==> src/hdl/cicd_pkg.sv <==
// ----------------------------------------------------------------------------
// CIC decimator package
// Fixed widths, limits and the reset value of the decimation register.
// ----------------------------------------------------------------------------
`default_nettype none

package cicd_pkg;

    // Decimation register and phase counter widths.
    localparam int DECIM_W = 7;
    localparam int PHASE_W = 6;

    // Legal span of the rate divider and its value after reset.
    localparam logic [DECIM_W-1:0] DECIM_MIN   = 7'd1;
    localparam logic [DECIM_W-1:0] DECIM_MAX   = 7'd64;
    localparam logic [DECIM_W-1:0] DECIM_RESET = 7'd16;

    typedef logic [DECIM_W-1:0] decim_t;
    typedef logic [PHASE_W-1:0] phase_t;

endpackage : cicd_pkg

`default_nettype wire

==> src/hdl/cicd_integ_cell.sv <==
// ----------------------------------------------------------------------------
// CIC integrator cell
// One integrator stage for both the real and imaginary paths, with its own
// valid bit so that the chain can hold or collapse bubbles.
// ----------------------------------------------------------------------------
`default_nettype none

module cicd_integ_cell #(
    parameter int ACC_WIDTH = 34
) (
    input  wire logic                 clk,
    input  wire logic                 rst_n,
    input  wire logic                 in_valid,
    output logic                      in_ready,
    input  wire logic [ACC_WIDTH-1:0] in_re,
    input  wire logic [ACC_WIDTH-1:0] in_im,
    output logic                      out_valid,
    input  wire logic                 out_ready,
    output logic [ACC_WIDTH-1:0]      out_re,
    output logic [ACC_WIDTH-1:0]      out_im
);

    logic                 valid_reg;
    logic                 valid_next;
    logic [ACC_WIDTH-1:0] acc_re_reg;
    logic [ACC_WIDTH-1:0] acc_re_next;
    logic [ACC_WIDTH-1:0] acc_im_reg;
    logic [ACC_WIDTH-1:0] acc_im_next;
    logic                 take;

    // The accumulator is both the stage state and the value handed on, so
    // it may only move once the item it currently shows has been taken.
    assign in_ready = !valid_reg || out_ready;
    assign take     = in_valid && in_ready;

    always_comb
    begin
        acc_re_next = acc_re_reg;
        acc_im_next = acc_im_reg;
        valid_next  = valid_reg && !out_ready;
        if (take)
        begin
            acc_re_next = acc_re_reg + in_re;
            acc_im_next = acc_im_reg + in_im;
            valid_next  = 1'b1;
        end
    end

    always_ff @(posedge clk or negedge rst_n)
    begin
        if (!rst_n)
        begin
            valid_reg  <= 1'b0;
            acc_re_reg <= '0;
            acc_im_reg <= '0;
        end
        else
        begin
            valid_reg  <= valid_next;
            acc_re_reg <= acc_re_next;
            acc_im_reg <= acc_im_next;
        end
    end

    assign out_valid = valid_reg;
    assign out_re    = acc_re_reg;
    assign out_im    = acc_im_reg;

endmodule : cicd_integ_cell

`default_nettype wire

==> src/hdl/cicd_comb_cell.sv <==
// ----------------------------------------------------------------------------
// CIC comb cell
// One unit-delay comb stage for both paths: y = x - previous x, wrapping.
// ----------------------------------------------------------------------------
`default_nettype none

module cicd_comb_cell #(
    parameter int ACC_WIDTH = 34
) (
    input  wire logic                 clk,
    input  wire logic                 rst_n,
    input  wire logic                 in_valid,
    output logic                      in_ready,
    input  wire logic [ACC_WIDTH-1:0] in_re,
    input  wire logic [ACC_WIDTH-1:0] in_im,
    output logic                      out_valid,
    input  wire logic                 out_ready,
    output logic [ACC_WIDTH-1:0]      out_re,
    output logic [ACC_WIDTH-1:0]      out_im
);

    logic                 valid_reg;
    logic                 valid_next;
    logic [ACC_WIDTH-1:0] dly_re_reg;
    logic [ACC_WIDTH-1:0] dly_im_reg;
    logic [ACC_WIDTH-1:0] y_re_reg;
    logic [ACC_WIDTH-1:0] y_im_reg;
    logic                 take;

    assign in_ready   = !valid_reg || out_ready;
    assign take       = in_valid && in_ready;
    assign valid_next = take || (valid_reg && !out_ready);

    always_ff @(posedge clk or negedge rst_n)
    begin
        if (!rst_n)
        begin
            valid_reg  <= 1'b0;
            dly_re_reg <= '0;
            dly_im_reg <= '0;
        end
        else
        begin
            valid_reg <= valid_next;
            if (take)
            begin
                dly_re_reg <= in_re;
                dly_im_reg <= in_im;
            end
        end
    end

    // Result registers carry payload only.
    always_ff @(posedge clk)
    begin
        if (take)
        begin
            y_re_reg <= in_re - dly_re_reg;
            y_im_reg <= in_im - dly_im_reg;
        end
    end

    assign out_valid = valid_reg;
    assign out_re    = y_re_reg;
    assign out_im    = y_im_reg;

endmodule : cicd_comb_cell

`default_nettype wire

==> src/hdl/cic_decimator_complex.sv <==
// ----------------------------------------------------------------------------
// Complex CIC decimator
// Real and imaginary CIC decimation with a run-time rate divider.
// ----------------------------------------------------------------------------
// The block takes one complex sample per cycle while in_ready is high and
// gives one complex result for every R samples accepted, R being the
// decimation register (a value of zero behaves as one and values above 64
// behave as 64). The samples run through a row of STAGES integrator cells
// and, for kept samples, a row of STAGES comb cells, each cell being one
// register stage. Every cell has its own valid bit, so a stalled output
// only holds up the input once every cell in the row is full; until then
// new items keep flowing in and fill the bubbles. All accumulators and comb
// delays wrap modulo 2^ACC_WIDTH and are cleared at reset, as is the group
// position. The first sample of each group is the one kept. The decimation
// register should only be written while the block is empty; a group in
// progress keeps its position and wraps once the next position reaches or
// passes the new R.
// ----------------------------------------------------------------------------
`default_nettype none

module cic_decimator_complex
    import cicd_pkg::*;
#(
    parameter int STAGES       = 3,
    parameter int SAMPLE_WIDTH = 16,
    parameter int ACC_WIDTH    = 34
) (
    input  wire logic                           clk,
    input  wire logic                           rst_n,
    // Configuration
    input  wire logic                           cfg_we,
    input  wire logic [DECIM_W-1:0]             cfg_wdata,
    // Input channel
    input  wire logic                           in_valid,
    output logic                                in_ready,
    input  wire logic signed [SAMPLE_WIDTH-1:0] sample_real,
    input  wire logic signed [SAMPLE_WIDTH-1:0] sample_imag,
    // Output channel
    output logic                                out_valid,
    input  wire logic                           out_ready,
    output logic signed [ACC_WIDTH-1:0]         out_real,
    output logic signed [ACC_WIDTH-1:0]         out_imag
);

    // Handshake and data wires joining the cells. Index k is the input of
    // cell k; index STAGES is the output of the last cell.
    logic                 iv   [STAGES+1];
    logic                 ir   [STAGES+1];
    logic [ACC_WIDTH-1:0] ire  [STAGES+1];
    logic [ACC_WIDTH-1:0] iim  [STAGES+1];

    logic                 cv   [STAGES+1];
    logic                 cr   [STAGES+1];
    logic [ACC_WIDTH-1:0] cre  [STAGES+1];
    logic [ACC_WIDTH-1:0] cim  [STAGES+1];

    decim_t               decim_reg;
    decim_t               decim_eff;
    phase_t               phase_reg;
    phase_t               phase_next;
    logic [DECIM_W-1:0]   phase_inc;
    logic                 keep;
    logic                 int_take;

    // ------------------------------------------------------------------
    // Decimation register.
    // ------------------------------------------------------------------
    always_ff @(posedge clk or negedge rst_n)
    begin
        if (!rst_n)
            decim_reg <= DECIM_RESET;
        else if (cfg_we)
            decim_reg <= cfg_wdata;
    end

    // Out-of-range settings are clamped to the legal span.
    always_comb
    begin
        priority if (decim_reg < DECIM_MIN)
            decim_eff = DECIM_MIN;
        else if (decim_reg > DECIM_MAX)
            decim_eff = DECIM_MAX;
        else
            decim_eff = decim_reg;
    end

    // ------------------------------------------------------------------
    // Integrator row. Samples are sign-extended into the first cell.
    // ------------------------------------------------------------------
    assign iv[0]    = in_valid;
    assign in_ready = ir[0];
    assign ire[0]   = ACC_WIDTH'(sample_real);
    assign iim[0]   = ACC_WIDTH'(sample_imag);

    for (genvar k = 0; k < STAGES; k++)
    begin : g_integ
        cicd_integ_cell #(
            .ACC_WIDTH (ACC_WIDTH)
        ) u_cell (
            .clk       (clk),
            .rst_n     (rst_n),
            .in_valid  (iv[k]),
            .in_ready  (ir[k]),
            .in_re     (ire[k]),
            .in_im     (iim[k]),
            .out_valid (iv[k+1]),
            .out_ready (ir[k+1]),
            .out_re    (ire[k+1]),
            .out_im    (iim[k+1])
        );
    end

    // ------------------------------------------------------------------
    // Rate divider. Every integrated item leaving the last integrator
    // advances the group position; only the first of a group is passed to
    // the comb row, the others are dropped at once.
    // ------------------------------------------------------------------
    assign keep        = (phase_reg == '0);
    assign cv[0]       = iv[STAGES] && keep;
    assign cre[0]      = ire[STAGES];
    assign cim[0]      = iim[STAGES];
    assign ir[STAGES]  = keep ? cr[0] : 1'b1;
    assign int_take    = iv[STAGES] && ir[STAGES];
    assign phase_inc   = {1'b0, phase_reg} + DECIM_W'(1);

    always_comb
    begin
        phase_next = phase_reg;
        if (int_take)
        begin
            if (phase_inc >= decim_eff)
                phase_next = '0;
            else
                phase_next = phase_inc[PHASE_W-1:0];
        end
    end

    always_ff @(posedge clk or negedge rst_n)
    begin
        if (!rst_n)
            phase_reg <= '0;
        else
            phase_reg <= phase_next;
    end

    // ------------------------------------------------------------------
    // Comb row. The last cell's result register drives the output.
    // ------------------------------------------------------------------
    for (genvar k = 0; k < STAGES; k++)
    begin : g_comb
        cicd_comb_cell #(
            .ACC_WIDTH (ACC_WIDTH)
        ) u_cell (
            .clk       (clk),
            .rst_n     (rst_n),
            .in_valid  (cv[k]),
            .in_ready  (cr[k]),
            .in_re     (cre[k]),
            .in_im     (cim[k]),
            .out_valid (cv[k+1]),
            .out_ready (cr[k+1]),
            .out_re    (cre[k+1]),
            .out_im    (cim[k+1])
        );
    end

    assign out_valid  = cv[STAGES];
    assign cr[STAGES] = out_ready;
    assign out_real   = $signed(cre[STAGES]);
    assign out_imag   = $signed(cim[STAGES]);

    // ------------------------------------------------------------------
    // Assertions.
    // ------------------------------------------------------------------

    // The input can only be held off when the first integrator still shows
    // an item that its neighbour has not taken.
    a_ready_backed: assert property (@(posedge clk) disable iff (!rst_n)
        !in_ready |-> (iv[1] && !ir[1]))
        else $error("input stalled with a free first integrator");

    // With a rate of one every item is kept, so the position stays at zero.
    a_rate_one: assert property (@(posedge clk) disable iff (!rst_n)
        (int_take && decim_eff == DECIM_MIN && !cfg_we) |=> (phase_reg == '0))
        else $error("group position moved at a rate of one");

    // An item in the middle of a group never reaches the comb row.
    a_drop_mid_group: assert property (@(posedge clk) disable iff (!rst_n)
        (iv[STAGES] && phase_reg != '0) |-> !cv[0])
        else $error("non-first item of a group passed to the combs");

endmodule : cic_decimator_complex

`default_nettype wire

==> config.mk <==
export PLATFORM = sky130hd
export DESIGN_NAME = cic_decimator_complex
export DESIGN_NICKNAME = d
export VERILOG_FILES = /design/src/hdl/cicd_pkg.sv /design/src/hdl/cicd_integ_cell.sv /design/src/hdl/cicd_comb_cell.sv /design/src/hdl/cic_decimator_complex.sv
export SDC_FILE = /design/constraint.sdc
export NUM_CORES = 2
export LEC_CHECK = 0
export BUFFER_PORTS_ARGS = -buffer_cell sky130_fd_sc_hd__buf_2
export CORE_UTILIZATION = 44
export CTS_CLUSTER_DIAMETER = 100
export DETAILED_ROUTE_END_ITERATION = 7
export GPL_ROUTABILITY_DRIVEN = 0
export HOLD_SLACK_MARGIN = 0.1
export SYNTH_ARGS = -nofsm -noshare
export SYNTH_HDL_FRONTEND = slang
export SYNTH_SLANG_ARGS = --single-unit
==> constraint.sdc <==
create_clock -name clk -period 10.7 [get_ports clk]
set_input_delay 2.14 -clock clk [delete_from_list [all_inputs] [get_ports clk]]
set_output_delay 2.14 -clock clk [all_outputs]
set_load 0.05 [all_outputs]
Yosys cells after proc, flatten, opt, wreduce, memory -nomap -nowiden
Cells that the tools add are included.
{ "op_classes": {"addsub": 13, "order_cmp": 3, "mux": 7, "n_reduce_logical": 36} }
{ "ops": {"columns": ["cell", "count"], "rows": [
  ["34-bit adder", 6],
  ["34-bit subtractor", 6],
  ["1-bit logical AND", 14],
  ["7-bit 2-to-1 mux", 2],
  ["1-bit zero test", 12],
  ["1-bit logical OR", 9],
  ["6-bit by 1-bit adder with 7-bit output (second input constant)", 1],
  ["7-bit >= comparator", 1],
  ["7-bit > comparator (second input constant)", 1],
  ["7-bit by 1-bit less-than comparator with 1-bit output (second input constant)", 1],
  ["6-bit zero test", 1],
  ["6-bit 2-to-1 mux", 1],
  ["1-bit 2-to-1 mux", 4]
]} }
{ "totals": {"regBits": 631, "in_bits": 44, "output_inout_bits": 70, "wordCells": 85} }

Longest topological paths before layout
{ "depth": {"depth_word": 10, "ltp_mapped": 15, "ltp_nobuf": 15} }

Modules after synthesis
From an unflattened synthesis, not the netlist that was laid out.
{ "hier_totals": {"cells_unflattened": 5015, "area_unflattened_um2": 44361.3} }
{ "by_module_without_submodules": {"columns": ["mod", "n_inst", "cells_per_inst", "area_each_um2", "seq_area_each_um2"], "rows": [
  ["cicd_integ_cell", 3, 804, 6363.6, 1726.7],
  ["cicd_comb_cell at g_comb[0].u_cell ...", 2, 834, 8126.5, 3768.6],
  ["cicd_comb_cell at g_comb[2].u_cell", 1, 852, 8185.4, 3768.6],
  ["cic_decimator_complex", 1, 83, 832.0, 326.6]
]} }

Worst setup path after synthesis
Ideal clock, no wire load.
{ "synth_timing": {"path_kind": "input to register", "start": "in out_ready", "end": "reg g_comb[0].u_cell.y_im_reg[0], enable pin", "setup_time_ps": 457, "t_arrival_ps": 4827, "required_time_ps": 10243, "path_slack_ps": 5416, "path_stages": 6, "n_path_buf": 2, "path_cell_list": "nor2b_1 nand3_1 nand2b_1 inv_2 clkbuf_1 buf_1"} }
{ "synth_via": {"elab_chain_len": 4} }
{ "synth_rtl": {"columns": ["item", "line", "rtl"], "rows": [
  ["from (decl)", "cic_decimator_complex.sv:40", "input wire logic out_ready,"],
  ["1-bit logical OR (3 in series)", "cicd_comb_cell.sv:30", "assign in_ready = !valid_reg || out_ready;"],
  ["1-bit logical AND", "cicd_comb_cell.sv:31", "assign take = in_valid && in_ready;"],
  ["via g_comb[0].u_cell.take", "cicd_comb_cell.sv:28", "logic take;"],
  ["to (signal assigned)", "cicd_comb_cell.sv:59", "y_im_reg <= in_im - dly_im_reg;"],
  ["to (decl)", "cicd_comb_cell.sv:27", "logic [ACC_WIDTH-1:0] y_im_reg;"]
]} }
The timed path passes the listed nets, and every way through them passes these cells.
A chain may end at the register's enable or synchronous reset.

Worst setup path after layout
{ "layout_timing": {"start": "in out_ready", "end": "out in_ready"} }
{ "layout_via": {"elab_chain_len": 7} }
{ "layout_rtl": {"columns": ["item", "line", "rtl"], "rows": [
  ["1-bit logical OR (3 in series)", "cicd_comb_cell.sv:30", null],
  ["1-bit 2-to-1 mux", "cic_decimator_complex.sv:122", "assign ir[STAGES] = keep ? cr[0] : 1'b1;"],
  ["1-bit logical OR (3 in series)", "cicd_integ_cell.sv:33", "assign in_ready = !valid_reg || out_ready;"],
  ["to (decl)", "cic_decimator_complex.sv:35", "output logic in_ready,"]
]} }
Every way passes these cells.

==> results_dict.tcl <==
set metrics [dict create \
    cts_hold_buf 0 \
    ant_nets 0 \
    cts_tree "yes" \
    met1Wirelength_mm 44.22 \
    worstSetupPathType "primary input to output port" \
    dieHeight_um 309.2 \
    die_area_um2 95590 \
    worstSetupEndpointType "output port" \
    fin_skew_ns 0.02650 \
    dp.final_hpwl_mm 62.79 \
    drc_errors 0 \
    cts_resized 0 \
    syn_to_final_growth_pct 9.173 \
    met3WireLength_mm 2.589 \
    setup_viol 0 \
    maxSlewViolCount 0 \
    die_x_um 309.2 \
    drive_gt1_frac 0.06729 \
    utilization 0.4857 \
    timing.fmax_ghz 0.1655 \
    gr-total-overflow 0 \
    viasPerCell 5.134 \
    max_stage_delay_ns 0.46 \
    clk_pin_slew_ns 0.05 \
    outcome "complete, no violations" \
    core_area_um2 93330 \
    io_pins 114 \
    synthCells 4514 \
    multiInputGateArea_um2 22610 \
    grt_max_degree 128 \
    cts_buffers 75 \
    grt_pass1_vias 28990 \
    async_reset_ff_frac 0.6767 \
    synth_ff_type "dfrtp_1" \
    routedWlPerCell_um 14.24 \
    worstSkewPairLatency_ns 0.64 \
    setup.worst_path.start_class "primary input" \
    slowest_stage "nand3_1" \
    maxCapViolCount 0 \
    dr.pass1.iters 7 \
    fillers 8854 \
    crit_required_ns 8.56 \
    crit_arrival_ns 3.90 \
    cp_cell_sequence "buf_2 > nor2b_1 > nand3_1 > nor2_1 > nand3_1 > buf_2" \
    yosysWarnings 0 \
    cts_max_level 3 \
    hold_violations 0 \
    rsz0062_at_grt "false" \
    slew_headroom 0.3769 \
    track_usage 0.1777 \
    vias 30010 \
    nets 4992 \
    ys_ff_latch 631 \
    synth_enable_flop_cells 204 \
    seq_area_frac_synth 0.4049 \
    diodes 0 \
    dpl_cell_area_um2 42840 \
    tightest_slew_ns 0.9346 \
    totalWireLength_mm 83.24 \
    fin_crit_ns 6.043 \
    io_buffers 113 \
    route.met2.wl_mm 34.97 \
    layout_common_cells "591 x nand2_1, 477 x o21ai_0, 426 x dfrtp_1, 405 x ha_1, 350 x a21oi_1" \
    cts_root_buf "clkbuf_16" \
    final_common_cell "nand2_1" \
    drt_iter0_markers 1454 \
    crit_fanout 5 \
    highest_layer "met4" \
    fin_crit_sh 0.5647 \
    synth_area_per_cell_um2 9.198 \
    syn_nets 4975 \
    antenna_found_initial 0 \
    seq_area_um2 16810 \
    finalInstanceArea_um2 45330 \
    synthesis.area_um2 41520 \
    hold_class "flop to flop" \
    clockBufferDepth 3 \
    post_cts_buffers 0 \
    fin_setup_tns_ns 0 \
    rows 112 \
    synthDistinctLibCells 84 \
    clock-sinks 631 \
    grt_first_pass_wirelength_mm 142.0 \
    initial_core_util 0.4449 \
]
-- routing by layer --
metal,vias to the layer above,global-route usage
li1,15950,-
met2,344,0.2747
met4,0,0.04709
met3,107,0.02391
met1,13610,0.2602
met5,-,0
-- logic make-up after synthesis --
family,synth area share
AO/OA/AOI/OAI,0.2104
XOR/XNOR,0.07890
adder cells (fa/ha/maj),0.1278
buffers and inverters,0.05120
flip-flops,0.4049
multiplexers,0.004852
AND/OR/NAND/NOR,0.1218
-- worst max-delay path, delay by kind of cell --
family                 cells  cell delay, ns
AND/OR/NAND/NOR            4            1.36
buffers and inverters      2            0.38
-- synth_stat cells (34+ instances only) --
library cell / number / area (um2)
a21oi_1: 350 / 1752
a21o_1: 211 / 1584
nor2b_1: 61 / 381.6
o21a_1: 37 / 277.8
inv_1: 308 / 1156
o21bai_1: 57 / 427.9
xor2_1: 166 / 1454
ha_1: 405 / 5067
nand4_1: 34 / 212.7
nand2_1: 593 / 2226
dfrtp_1: 426 / 10660
a31oi_1: 43 / 269.0
edfxtp_1: 204 / 6126
nand2b_1: 69 / 431.7
buf_4: 68 / 510.5
xnor2_1: 208 / 1822
o21ai_1: 89 / 445.4
nor2_1: 178 / 668.1
nor3_1: 42 / 210.2
o21ai_0: 478 / 2392
nand3_1: 72 / 360.4
clkbuf_1: 102 / 382.9
-- area by class of cell --
class	instances	area share
sequential	631	0.3709
timing repair buffer	126	0.01485
tap	1254	0.03461
clock inverter	25	0.005962
multi-input combinational	3386	0.4987
inverter	311	0.02609
clock buffer	113	0.04883
-- per-stage QoR --
| stage | std cells | hold slack (ns) | setup slack, ns |
|---|---|---|---|
| 6_report | 5846 | 0.4763 | 4.657 |
| 3_3_place_gp | 5708 | 0.4653 | 4.637 |
| 3_5_place_dp | 5708 | 0.4710 | 4.672 |
| 4_1_cts | 5846 | 0.4815 | 4.659 |
| 5_1_grt | 5846 | 0.5035 | 4.482 |
| 2_1_floorplan | 4514 | 0.4498 | 5.416 |
-- worst paths after layout --
kind | from | to | slack, ns | depth (start not counted)
setup / recovery | out_ready | in_ready | 4.66 | 6
hold / removal | g_comb[0].u_cell.dly_im_reg[1]$_DFFE_PN0P_ | g_comb[0].u_cell.dly_im_reg[1]$_DFFE_PN0P_ | 0.48 | 2
setup reg to reg | g_integ[2].u_cell.out_re[0]$_DFFE_PN0P_ | g_comb[0].u_cell.out_re[30]$_DFFE_PP_ | 6.86 | 15
hold reg to reg | g_comb[0].u_cell.dly_im_reg[1]$_DFFE_PN0P_ | g_comb[0].u_cell.dly_im_reg[1]$_DFFE_PN0P_ | 0.48 | 2
max in group asynchronous | rst_n | g_comb[2].u_cell.dly_im_reg[25]$_DFFE_PN0P_ | 7.23 | 3
min in group asynchronous | rst_n | g_integ[0].u_cell.out_im[9]$_DFFE_PN0P_ | 1.46 | 1
Power is left out: the tool's default activity adds up to more than one toggle a clock period on the data nets, which glitch-free logic cannot reach.
